===== src/rtl/fbrd_pkg.sv =====
`default_nettype none
// ----------------------------------------------------------------------------
// fbrd_pkg
// Shared types and constants for the fixed-block record deframer.
// ----------------------------------------------------------------------------
package fbrd_pkg;

    localparam int WORD_W = 64;
    localparam int KEY_W  = 16;
    localparam int LEN_W  = 11;
    localparam int IDX_W  = 10;
    localparam int KIND_W = 2;

    localparam int BLOCK_WORDS_DEF      = 512;
    localparam int MAX_RECORD_WORDS_DEF = 1024;

    typedef enum logic [1:0] {
        PH_LENGTH = 2'd0,
        PH_KEY    = 2'd1,
        PH_DATA   = 2'd2,
        PH_SKIP   = 2'd3
    } phase_t;

    typedef enum logic [KIND_W-1:0] {
        KIND_KEY  = 2'd0,
        KIND_DATA = 2'd1,
        KIND_BAD  = 2'd2
    } kind_t;

    typedef struct packed {
        kind_t              kind;
        logic [KEY_W-1:0]   key;
        logic [LEN_W-1:0]   length;
        logic [IDX_W-1:0]   index;
        logic [WORD_W-1:0]  value;
        logic               last;
    } res_t;

endpackage
`default_nettype wire


===== src/rtl/fbrd_if.sv =====
`default_nettype none
// ----------------------------------------------------------------------------
// fbrd_in_if / fbrd_out_if
// Valid/ready channels for payload words in and record words out.
// ----------------------------------------------------------------------------
interface fbrd_in_if;
    logic                        valid;
    logic                        ready;
    logic [fbrd_pkg::WORD_W-1:0] payload_word;
    logic                        new_file;

    modport source (output valid, output payload_word, output new_file, input ready);
    modport sink   (input valid, input payload_word, input new_file, output ready);
endinterface

interface fbrd_out_if;
    logic                        valid;
    logic                        ready;
    logic [fbrd_pkg::KIND_W-1:0] word_kind;
    logic [fbrd_pkg::KEY_W-1:0]  record_key;
    logic [fbrd_pkg::LEN_W-1:0]  record_length;
    logic [fbrd_pkg::IDX_W-1:0]  data_index;
    logic [fbrd_pkg::WORD_W-1:0] data_value;
    logic                        last_of_record;

    modport source (output valid, output word_kind, output record_key, output record_length,
                    output data_index, output data_value, output last_of_record,
                    input ready);
    modport sink   (input valid, input word_kind, input record_key, input record_length,
                    input data_index, input data_value, input last_of_record,
                    output ready);
endinterface
`default_nettype wire


===== src/rtl/fixed_block_record_deframer.sv =====
`default_nettype none
// ----------------------------------------------------------------------------
// fixed_block_record_deframer
// Splits a stream of fixed-block payload words into keyed record words.
// ----------------------------------------------------------------------------
// Takes one payload word per cycle while the sink keeps taking results, and
// gives at most one result per word: the word is captured in an input
// register, decoded against the parser state, and the result lands in an
// output register backed by a one-entry skid register. in_ch.ready depends
// only on registered state, so a new request is taken every cycle while the
// sink keeps taking results. Padding and skipped words give no result.
module fixed_block_record_deframer #(
    parameter int BLOCK_WORDS      = fbrd_pkg::BLOCK_WORDS_DEF,
    parameter int MAX_RECORD_WORDS = fbrd_pkg::MAX_RECORD_WORDS_DEF
) (
    input wire logic    clk,
    input wire logic    rst_n,
    fbrd_in_if.sink     in_ch,
    fbrd_out_if.source  out_ch
);

    logic                        in_valid_reg;
    logic [fbrd_pkg::WORD_W-1:0] in_word_reg;
    logic                        in_nf_reg;
    logic                        step;
    logic                        emit;
    logic                        push;
    logic                        pop;
    fbrd_pkg::res_t              res;
    fbrd_pkg::res_t              main_reg;
    fbrd_pkg::res_t              skid_reg;
    logic                        main_valid_reg;
    logic                        skid_valid_reg;

    assign step        = in_valid_reg && !skid_valid_reg;
    assign in_ch.ready = !in_valid_reg || !skid_valid_reg;
    assign push        = step && emit;
    assign pop         = main_valid_reg && out_ch.ready;

    always_ff @(posedge clk or negedge rst_n)
    begin
        if (!rst_n)
        begin
            in_valid_reg <= 1'b0;
        end
        else if (in_ch.ready)
        begin
            in_valid_reg <= in_ch.valid;
        end
    end

    always_ff @(posedge clk)
    begin
        if (in_ch.ready && in_ch.valid)
        begin
            in_word_reg <= in_ch.payload_word;
            in_nf_reg   <= in_ch.new_file;
        end
    end

    fbrd_core #(
        .BLOCK_WORDS      (BLOCK_WORDS),
        .MAX_RECORD_WORDS (MAX_RECORD_WORDS)
    ) u_core (
        .clk      (clk),
        .rst_n    (rst_n),
        .step     (step),
        .word     (in_word_reg),
        .new_file (in_nf_reg),
        .res      (res),
        .emit     (emit)
    );

    // result register with skid
    always_ff @(posedge clk or negedge rst_n)
    begin
        if (!rst_n)
        begin
            main_valid_reg <= 1'b0;
            skid_valid_reg <= 1'b0;
        end
        else if (!main_valid_reg || pop)
        begin
            if (skid_valid_reg)
            begin
                main_valid_reg <= 1'b1;
                skid_valid_reg <= 1'b0;
            end
            else
            begin
                main_valid_reg <= push;
            end
        end
        else if (push)
        begin
            skid_valid_reg <= 1'b1;
        end
    end

    always_ff @(posedge clk)
    begin
        if (!main_valid_reg || pop)
        begin
            if (skid_valid_reg)
            begin
                main_reg <= skid_reg;
            end
            else if (push)
            begin
                main_reg <= res;
            end
        end
        else if (push)
        begin
            skid_reg <= res;
        end
    end

    assign out_ch.valid          = main_valid_reg;
    assign out_ch.word_kind      = main_reg.kind;
    assign out_ch.record_key     = main_reg.key;
    assign out_ch.record_length  = main_reg.length;
    assign out_ch.data_index     = main_reg.index;
    assign out_ch.data_value     = main_reg.value;
    assign out_ch.last_of_record = main_reg.last;

    a_skid_needs_main: assert property (@(posedge clk) disable iff (!rst_n)
        skid_valid_reg |-> main_valid_reg)
        else $error("skid entry held without an output entry");

    a_skid_on_stall: assert property (@(posedge clk) disable iff (!rst_n)
        $rose(skid_valid_reg) |-> $past(main_valid_reg && !out_ch.ready))
        else $error("skid filled while output was free");

    a_key_index_zero: assert property (@(posedge clk) disable iff (!rst_n)
        (out_ch.valid && out_ch.word_kind == fbrd_pkg::KIND_KEY) |-> out_ch.data_index == '0)
        else $error("key word with nonzero data index");

    a_stall_holds_input: assert property (@(posedge clk) disable iff (!rst_n)
        (in_valid_reg && skid_valid_reg) |=> in_valid_reg && $stable(in_word_reg))
        else $error("input word lost during stall");

endmodule
`default_nettype wire


===== src/rtl/fbrd_core.sv =====
`default_nettype none
// ----------------------------------------------------------------------------
// fbrd_core
// Record parser state and per-word decode; one word per step.
// ----------------------------------------------------------------------------
module fbrd_core #(
    parameter int BLOCK_WORDS      = fbrd_pkg::BLOCK_WORDS_DEF,
    parameter int MAX_RECORD_WORDS = fbrd_pkg::MAX_RECORD_WORDS_DEF
) (
    input  wire logic                        clk,
    input  wire logic                        rst_n,
    input  wire logic                        step,
    input  wire logic [fbrd_pkg::WORD_W-1:0] word,
    input  wire logic                        new_file,
    output fbrd_pkg::res_t                   res,
    output logic                             emit
);

    localparam int WW    = fbrd_pkg::WORD_W;
    localparam int LW    = fbrd_pkg::LEN_W;
    localparam int KW    = fbrd_pkg::KEY_W;
    localparam int IW    = fbrd_pkg::IDX_W;
    localparam int POS_W = $clog2(BLOCK_WORDS);
    localparam logic [POS_W-1:0] LAST_POS = POS_W'(BLOCK_WORDS - 1);
    localparam logic [WW-1:0]    MAX_LEN  = WW'(MAX_RECORD_WORDS);

    logic [POS_W-1:0]  pos_reg, pos_next, pos_cur;
    fbrd_pkg::phase_t  phase_reg, phase_next, phase_cur, phase_upd;
    logic [LW-1:0]     rem_reg, rem_next, rem_cur, rem_dec;
    logic [LW-1:0]     len_reg, len_next, len_cur;
    logic [KW-1:0]     key_reg, key_next, key_cur;
    logic [IW-1:0]     cnt_reg, cnt_next, cnt_cur;
    logic              pad_word;
    logic              bad_long;

    // new file restarts the parse before this word is handled
    always_comb
    begin
        if (new_file)
        begin
            pos_cur   = '0;
            phase_cur = fbrd_pkg::PH_LENGTH;
            rem_cur   = '0;
            len_cur   = '0;
            key_cur   = '0;
            cnt_cur   = '0;
        end
        else
        begin
            pos_cur   = pos_reg;
            phase_cur = phase_reg;
            rem_cur   = rem_reg;
            len_cur   = len_reg;
            key_cur   = key_reg;
            cnt_cur   = cnt_reg;
        end
    end

    assign rem_dec  = (rem_cur != '0) ? rem_cur - LW'(1) : '0;
    assign pad_word = (word == '0) || word[WW-1];
    assign bad_long = (word > MAX_LEN);

    // next state
    always_comb
    begin
        phase_upd = phase_cur;
        rem_next  = rem_cur;
        len_next  = len_cur;
        key_next  = key_cur;
        cnt_next  = cnt_cur;
        case (phase_cur)
            fbrd_pkg::PH_LENGTH:
            begin
                if (pad_word)
                begin
                    phase_upd = fbrd_pkg::PH_SKIP;
                end
                else if (word == WW'(1))
                begin
                    phase_upd = fbrd_pkg::PH_LENGTH;
                end
                else if (bad_long)
                begin
                    phase_upd = fbrd_pkg::PH_SKIP;
                end
                else
                begin
                    len_next  = word[LW-1:0];
                    rem_next  = word[LW-1:0] - LW'(1);
                    phase_upd = fbrd_pkg::PH_KEY;
                end
            end
            fbrd_pkg::PH_KEY:
            begin
                key_next  = word[KW-1:0];
                cnt_next  = '0;
                rem_next  = rem_dec;
                phase_upd = (rem_dec == '0) ? fbrd_pkg::PH_LENGTH : fbrd_pkg::PH_DATA;
            end
            fbrd_pkg::PH_DATA:
            begin
                rem_next = rem_dec;
                cnt_next = cnt_cur + IW'(1);
                if (rem_dec == '0)
                begin
                    phase_upd = fbrd_pkg::PH_LENGTH;
                end
            end
            default:
            begin
                phase_upd = phase_cur;
            end
        endcase

        phase_next = phase_upd;
        if (pos_cur == LAST_POS)
        begin
            pos_next = '0;
            if (phase_upd == fbrd_pkg::PH_SKIP)
            begin
                phase_next = fbrd_pkg::PH_LENGTH;
            end
        end
        else
        begin
            pos_next = pos_cur + POS_W'(1);
        end
    end

    // result
    always_comb
    begin
        emit       = 1'b0;
        res.kind   = fbrd_pkg::KIND_DATA;
        res.key    = key_cur;
        res.length = len_cur;
        res.index  = cnt_cur;
        res.value  = word;
        res.last   = (rem_dec == '0);
        case (phase_cur)
            fbrd_pkg::PH_LENGTH:
            begin
                res.kind  = fbrd_pkg::KIND_BAD;
                res.key   = '0;
                res.index = '0;
                res.last  = 1'b1;
                if (!pad_word && word == WW'(1))
                begin
                    emit       = 1'b1;
                    res.length = LW'(1);
                end
                else
                begin
                    emit       = !pad_word && bad_long;
                    res.length = '0;
                end
            end
            fbrd_pkg::PH_KEY:
            begin
                emit      = 1'b1;
                res.kind  = fbrd_pkg::KIND_KEY;
                res.key   = word[KW-1:0];
                res.index = '0;
            end
            fbrd_pkg::PH_DATA:
            begin
                emit = 1'b1;
            end
            default:
            begin
                emit = 1'b0;
            end
        endcase
    end

    always_ff @(posedge clk or negedge rst_n)
    begin
        if (!rst_n)
        begin
            pos_reg   <= '0;
            phase_reg <= fbrd_pkg::PH_LENGTH;
            rem_reg   <= '0;
            len_reg   <= '0;
            key_reg   <= '0;
            cnt_reg   <= '0;
        end
        else if (step)
        begin
            pos_reg   <= pos_next;
            phase_reg <= phase_next;
            rem_reg   <= rem_next;
            len_reg   <= len_next;
            key_reg   <= key_next;
            cnt_reg   <= cnt_next;
        end
    end

endmodule
`default_nettype wire


===== src/flat_wrapper.sv =====
// flat-port wrapper written by rule: the top's interface ports become plain ports
module fixed_block_record_deframer_flat 
#(
    parameter int BLOCK_WORDS      = fbrd_pkg::BLOCK_WORDS_DEF,
    parameter int MAX_RECORD_WORDS = fbrd_pkg::MAX_RECORD_WORDS_DEF
)
  (clk, rst_n, in_ch_valid, in_ch_payload_word, in_ch_new_file, in_ch_ready, out_ch_valid, out_ch_word_kind, out_ch_record_key, out_ch_record_length, out_ch_data_index, out_ch_data_value, out_ch_last_of_record, out_ch_ready);
  fbrd_in_if in_ch_i ();
  fbrd_out_if out_ch_i ();
  input wire logic clk;
  input wire logic rst_n;
  input wire logic [$bits(in_ch_i.valid)-1:0] in_ch_valid;
  input wire logic [$bits(in_ch_i.payload_word)-1:0] in_ch_payload_word;
  input wire logic [$bits(in_ch_i.new_file)-1:0] in_ch_new_file;
  output wire logic [$bits(in_ch_i.ready)-1:0] in_ch_ready;
  output wire logic [$bits(out_ch_i.valid)-1:0] out_ch_valid;
  output wire logic [$bits(out_ch_i.word_kind)-1:0] out_ch_word_kind;
  output wire logic [$bits(out_ch_i.record_key)-1:0] out_ch_record_key;
  output wire logic [$bits(out_ch_i.record_length)-1:0] out_ch_record_length;
  output wire logic [$bits(out_ch_i.data_index)-1:0] out_ch_data_index;
  output wire logic [$bits(out_ch_i.data_value)-1:0] out_ch_data_value;
  output wire logic [$bits(out_ch_i.last_of_record)-1:0] out_ch_last_of_record;
  input wire logic [$bits(out_ch_i.ready)-1:0] out_ch_ready;
  assign in_ch_i.valid = in_ch_valid;
  assign in_ch_i.payload_word = in_ch_payload_word;
  assign in_ch_i.new_file = in_ch_new_file;
  assign in_ch_ready = in_ch_i.ready;
  assign out_ch_valid = out_ch_i.valid;
  assign out_ch_word_kind = out_ch_i.word_kind;
  assign out_ch_record_key = out_ch_i.record_key;
  assign out_ch_record_length = out_ch_i.record_length;
  assign out_ch_data_index = out_ch_i.data_index;
  assign out_ch_data_value = out_ch_i.data_value;
  assign out_ch_last_of_record = out_ch_i.last_of_record;
  assign out_ch_i.ready = out_ch_ready;
  fixed_block_record_deframer #(.BLOCK_WORDS(BLOCK_WORDS), .MAX_RECORD_WORDS(MAX_RECORD_WORDS)) u_core (.clk(clk), .rst_n(rst_n), .in_ch(in_ch_i), .out_ch(out_ch_i));
endmodule

===== config.mk =====
export PLATFORM = sky130hd
export DESIGN_NAME = fixed_block_record_deframer_flat
export DESIGN_NICKNAME = d
export VERILOG_FILES = /design/src/rtl/fbrd_pkg.sv /design/src/rtl/fbrd_if.sv /design/src/rtl/fixed_block_record_deframer.sv /design/src/rtl/fbrd_core.sv /design/src/flat_wrapper.sv
export SDC_FILE = /design/constraint.sdc
export NUM_CORES = 1
export LEC_CHECK = 0
export BUFFER_PORTS_ARGS = -buffer_cell sky130_fd_sc_hd__buf_2
export CAP_MARGIN = 5
export CELL_PAD_IN_SITES_DETAIL_PLACEMENT = 0
export CELL_PAD_IN_SITES_GLOBAL_PLACEMENT = 1
export CORE_MARGIN = 4
export CORE_UTILIZATION = 45
export DETAILED_ROUTE_END_ITERATION = 6
export PLACE_DENSITY = 0.81
export SYNTH_ARGS = -nofsm -noshare
export SYNTH_HDL_FRONTEND = slang
export SYNTH_HIERARCHICAL = 1
export SYNTH_SLANG_ARGS = --single-unit

===== constraint.sdc =====
create_clock -name clk -period 9.99 [get_ports clk]
set_input_delay 0 -clock clk [delete_from_list [all_inputs] [get_ports clk]]
set_output_delay 0 -clock clk [all_outputs]
set_load 0.05 [all_outputs]

==> out/metrics.cfg, run 1 <==
[synth]
yosysWarnings=6
synth.cell_area_um2=14300
synth_top_area_share=0.574
async_reset_ff_frac=0.185
ys_types=65
avgSynthCellArea_um2=15.0
synth_flop_cell=edfxtp_1
syn_nets=1034
synthCells=954
yosys-top-cells-area=edfxtp_1 (57%), dfrtp_1 (11%), mux2_2 (6.1%)
yosysTopAreaCell=edfxtp_1
synth_edf_count=273
synth_seq_cells=335
ys_seq_area_frac=0.683

[worst_setup_path]
worst-r2r-setup-slack_ns=5.82
cp-start-kind=flip-flop
critPathArrivalTime_ns=4.30
cpMostUsedCell=buf_4
endpoint_kind=flip-flop
reg2regPathDepth=11
cp_num_cells=11
worstPathRequired_ns=10.12
critPathSlowestCell=buf_4
crit_chain=buf_4, inv_1, nand2_1, inv_1, buf_4, ha_1, nor2_1, a21oi_1, nor2_4, buf_4, buf_4
crit_buf_inv=6
max_stage_delay_ns=0.68
crit_fanout=55
path_delay_family=buffers and inverters
crit_type=reg2reg

[power]
pwr_density_cell_nw_per_um2=259
power_mw=4.33
leakage_nw=6.33
peakVddDrop_v=0.000131

[place]
hpwl_mm=19.2
place_area_um2=15000
io_buffers=174
post-place-cells=1421
gp_congestion=0.856

[timing]
max_freq_mhz=240
slew_headroom=0.363
hold_viol=0
rsz0062_at_grt=no
finalCritPeriodShare=0.417
tightest_slew_ns=0.955
fin_setup_tns_ns=0
period_minus_slack_ns=4.17
setup_viol=0
finalClockSkew_ns=0.0160
finalMaxSlewViolations=0

[final_layout]
final_cell_count_no_fill=1549
layout.nets=1209
drive_gt1_frac=0.307
n_fill_cell=2488
largest_reg_flops=104
num_antenna_cells=0
syn_to_final_growth_pct=17.1
final_cell_area_um2=16700

[clock_tree]
cts_sinks=335
htree_levels=2
cts_root_buffer=clkbuf_16
clk_latency_ns=0.51
clk_path_buf_depth=3
postCtsSetupBuffers=0
cts_inserted_buffers=34
path_clk_slew_ns=0.06
cts_tree=yes

[grt]
grt_pass1_vias=8163
grt_max_degree=66
antenna_found_initial=0
grt_remaining_overflow=0
grt_usage=0.172
grt_pass1_wl_mm=46.7

[drt]
drtPass1Iterations=5
dr.first_iter.drc_count=686
antenna_left=0
wl_per_cell_um=19.5
drc=0
num_vias=8263
drt-vias-per-instance=5.33
wl_mm=30.3

[floorplanning]
start_util=0.462
die_h_um=186
die_width_um=186
die-area_um2=34700
row_count=64
core_um2=30900
ios=175

[job]
drv_cap=0

[status]
outcome=finished clean

[hold_path]
hp-class=in2reg
hold_depth=2

per-stage QoR:
step | hold slack, ns | worst slack [ns] | utilization
2_1_floorplan | -0.296 | 3.31 | -
3_3_place_gp | 0.178 | 5.93 | 0.485
3_5_place_dp | 0.179 | 5.85 | 0.485
4_1_cts | 0.174 | 5.83 | 0.541
5_1_grt | 0.194 | 5.42 | 0.541
6_report | 0.199 | 5.82 | 0.541
cell type report:
type / count / area, um2 / share of cell area
clock inverter: 15 / 151 / 0.00906
timing repair buffer: 253 / 1630 / 0.0977
sequential: 335 / 9750 / 0.583
multi-input combinational: 490 / 3730 / 0.223
clock buffer: 45 / 892 / 0.0534
tap: 396 / 495 / 0.0296
inverter: 15 / 56.3 / 0.00337
logic make-up (layout without fill, tap and decap cells):
| group | count (synthesis) | after routing | share of synthesized area |
|---|---|---|---|
| muxes | 111 | 111 | 0.0951 |
| xor gates and xnor gates | 10 | 10 | 0.00613 |
| and+or+nand+nor | 208 | 208 | 0.0774 |
| AOI/OAI and AO/OA | 150 | 150 | 0.0721 |
| buffers and inverters | 129 | 328 | 0.0570 |
| DFF | 335 | 335 | 0.683 |
| adders and majority gates | 11 | 11 | 0.00964 |
power by group:
| part | total [mW] | internal [mW] | switching (mW) |
|---|---|---|---|
| logic | 1.18 | 0.306 | 0.873 |
| clock network | 1.20 | 0.688 | 0.515 |
| registers | 1.95 | 1.85 | 0.103 |
| total | 4.33 | 2.84 | 1.49 |
synth_stat cells, types with 3 or more instances:
master,n
nand3_1,11
a21oi_1,22
nand2b_1,5
o21ai_1,5
a31oi_1,11
nand2_1,69
xor2_1,5
a221o_1,3
nor3_1,14
buf_4,67
buf_2,14
nor2_1,25
nor4_1,15
and2_1,23
mux2i_1,4
buf_6,8
o31ai_1,5
ha_1,11
mux2_4,30
o2bb2ai_1,3
nand4_1,6
dfrtp_1,62
mux2_2,77
clkbuf_1,23
o221ai_1,3
xnor2_1,5
o211ai_1,4
nor4b_1,4
nor2b_1,12
nor4_2,3
a22o_1,36
o21ai_0,41
inv_1,14
edfxtp_1,273
and3_1,6
routing by layer:
metal	up-vias	share of wire	wire, um	GRT usage
met4	0	0.031	948	0.0603
met2	223	0.48	14600	0.280
met3	56	0.051	1540	0.0296
li1	3890	-	-	-
met5	-	0	0	0
met1	4094	0.43	13100	0.235
timing repair:
item | in CTS | in global routing
endpoints found under the setup margin | 0 | 0
resized for setup | 0 | 0
hold endpoints to repair | 130 | 0
hold buffers | 68 | 0
cells in the final DEF, fill, tap and decap left out, drive strengths merged, types with 3 or more instances in the layout:
master and count:
mux2 107, edfxtp 273, o221ai 3, o21ai 46, a22o 36, xor2 5
buf 185, ha 11, xnor2 5, and3 7, o31ai 6, o211ai 4
a221o 3, nand2 70, a31oi 11, nand3 12, nor4 19, inv 15
o2bb2ai 3, clkinv 11, nor4b 4, dfrtp 62, nand4 6, nor3 14
a21oi 22, nand2b 5, clkbuf 45, dlygate4sd3 68, mux2i 4, nor2b 12
nor2 25, and2 23
path summary, 6_finish.rpt:
| check | end | startpoint |
|---|---|---|
| max in group asynchronous | u_core/skid_valid_reg$_DFFE_PN0P_ | rst_n |
| hold / removal | u_core/in_nf_reg$_DFFE_PP_ | in_ch_new_file |
| setup reg to reg | u_core/out_ch.record_length[9]$_DFFE_PP_ | u_core/in_nf_reg$_DFFE_PP_ |
| min in group asynchronous | u_core/u_core/rem_reg[9]$_DFFE_PN0P_ | rst_n |
| setup / recovery | u_core/out_ch.record_length[9]$_DFFE_PP_ | u_core/in_nf_reg$_DFFE_PP_ |
| hold reg to reg | u_core/skid_reg[40]$_DFFE_PP_ | u_core/in_word_reg[39]$_DFFE_PP_ |
Note: power is estimated with default switching activity, not from simulation.
==> inputs of run 2 (changes only) <==
CORE_UTILIZATION = 44   (was 45)
PLACE_DENSITY = 0.82   (was 0.81)
clock period = 3.7 ns   (was 9.99 ns; I/O delays follow)
==> run 2 against run 1 <==
Effect of this change: sequential power grew to 2.7 times the previous value; design area rose by 1.7%; via count increased by 1.8%; cell count grew 3.7%; register-to-register slack worse by 5.4 ns; combinational power grew to 2.8 times the previous value; non-clock buffer count rose by 16; count of clock-buffer cells in the layout fell by 1; power rose to 2.8 times the previous value; critical endpoint is now u_core/out_ch.record_key[0]$_DFFE_PP_.
==> out/metrics.cfg, run 2 (same netlist as run 1, synthesis figures left out) <==
[power]
power_mw=11.9
p_int_mw=7.89
combPwrFrac=0.274
p_sw_mw=4.04
pwr_density_cell_nw_per_um2=702
p_seq_frac=0.439
pwr-share-clk=0.287
p_sw_frac=0.338
leakage_nw=6.45
peakVddDrop_v=0.000367

[final_layout]
n_fill_cell=2576
multi_input_area_um2=3730
layout.nets=1225
final_cell_mix=edfxtp_1 (273), buf_2 (174), mux2_2 (77)
final_cell_area_um2=17000
num_antenna_cells=0
fin_util=0.534
seq_area_um2=9750
final_cell_count_no_fill=1606
largest_reg_flops=104
drive_gt1_frac=0.316
final_common_cell=edfxtp_1
syn_to_final_growth_pct=19.0

[timing]
hold-worst-slack_ns=0.119
setup_viol=0
period_minus_slack_ns=3.30
tightest_slew_ns=1.00
finalCritPeriodShare=0.893
finalMaxSlewViolations=0
fin_setup_tns_ns=0
max_freq_mhz=303
finalClockSkew_ns=0.0222
slew_headroom=0.331
setup_slack_ns=0.397
hold_viol=0
rsz0062_at_grt=no

[worst_setup_path]
crit_fanout=80
crit_chain=nor4_1, nand4_1, nor4_2, o21ai_0, a31oi_1, nor2_1, a21oi_1, nor2_4, buf_12
worstPathRequired_ns=3.91
endpoint_kind=flip-flop
reg2regPathDepth=9
worstReg2RegEnd=u_core/out_ch.record_key[0]$_DFFE_PP_
cp-start-kind=flip-flop
path_delay_family=simple AND/OR/NAND/NOR gates
max_stage_delay_ns=0.52
crit_type=reg2reg
worst-r2r-setup-slack_ns=0.40
critPathSlowestCell=nor4_2
crit_buf_inv=1
reg2reg_from=u_core/in_word_reg[62]$_DFFE_PP_
critPathArrivalTime_ns=3.51

[floorplanning]
row_count=65
ios=175
die_h_um=188
die-area_um2=35400
die_width_um=188
core_um2=31800
start_util=0.449

[job]
drv_cap=0

[place]
post-place-cells=1476
hpwl_mm=19.9
preCtsSetupSlack_ns=0.421
gp_congestion=0.816
place_area_um2=15200
io_buffers=174

[grt]
antenna_found_initial=0
grt_usage=0.171
grt_pass1_wl_mm=48.2
grt_remaining_overflow=0
grt_max_degree=81
grt_pass1_vias=8387

[status]
outcome=finished clean

[clock_tree]
cts_resized=0
cts_sinks=335
cts_root_buffer=clkbuf_16
cts_inserted_buffers=34
cts_tree=yes
clk_path_buf_depth=3
htree_levels=2
path_clk_slew_ns=0.06
clk_latency_ns=0.52

[hold_path]
hp-class=in2async

[drt]
drtPass1Iterations=5
wl_mm=30.9
wl_per_cell_um=19.2
num_vias=8410
drt-vias-per-instance=5.24
dr.first_iter.drc_count=714
antenna_left=0
drc=0

==> run 2: changes by cell type in the layout (fill, tap and decap cells not counted), sizes merged <==
cell	change
buf	+16
bufinv	+2
clkbuf	-1
inv	+1
==> run 2: what timing repair did <==
item	in CTS	in global routing
buffers inserted	0	0
hold buffers	68	0
hold endpoints to repair	107	0
==> run 2: worst max-delay path by stage <==
stage	end	cells past startpoint	startpoint	slack, ns
6_report	u_core/out_ch.record_key[0]$_DFFE_PP_	9	u_core/in_word_reg[62]$_DFFE_PP_	0.40
5_1_grt	u_core/out_ch.record_key[6]$_DFFE_PP_	9	u_core/in_word_reg[5]$_DFFE_PP_	0.13
4_1_cts	u_core/out_ch.record_key[10]$_DFFE_PP_	9	u_core/in_word_reg[5]$_DFFE_PP_	0.38
3_5_place_dp	u_core/out_ch.data_value[9]$_DFFE_PP_	9	u_core/in_word_reg[5]$_DFFE_PP_	0.42
3_3_place_gp	u_core/out_ch.data_value[9]$_DFFE_PP_	9	u_core/in_word_reg[18]$_DFFE_PP_	0.43
2_1_floorplan	u_core/out_ch.data_index[0]$_DFFE_PP_	9	u_core/in_nf_reg$_DFFE_PP_	0.03
==> run 2: power by group through the flow <==
stage               registers, mW  clock network [mW]  logic [mW]
finish                       5.24                3.42        3.27
global route                 5.30                3.68        3.45
CTS                          5.24                3.49        3.30
detailed placement           5.31                   0        3.23
global placement             5.29                   0        3.20
floorplan                    6.53                   0        1.23
==> run 2: routing by layer <==
layer  vias up  share of wire  track usage  routed length [um]
met3        55          0.048       0.0287                1480
met1      4202           0.43        0.231               13300
met2       241           0.49        0.282               15200
met5         -              0            0                   0
met4         0          0.030       0.0570                 918
li1       3912              -            -                   -
==> run 2: area by class of cell <==
class | instances | area share
Sequential cell | 335 | 0.574
Multi-Input combinational cell | 490 | 0.220
Clock inverter | 18 | 0.0120
Clock buffer | 44 | 0.0535
Timing Repair Buffer | 269 | 0.105
Tap cell | 435 | 0.0320
Inverter | 15 | 0.00331
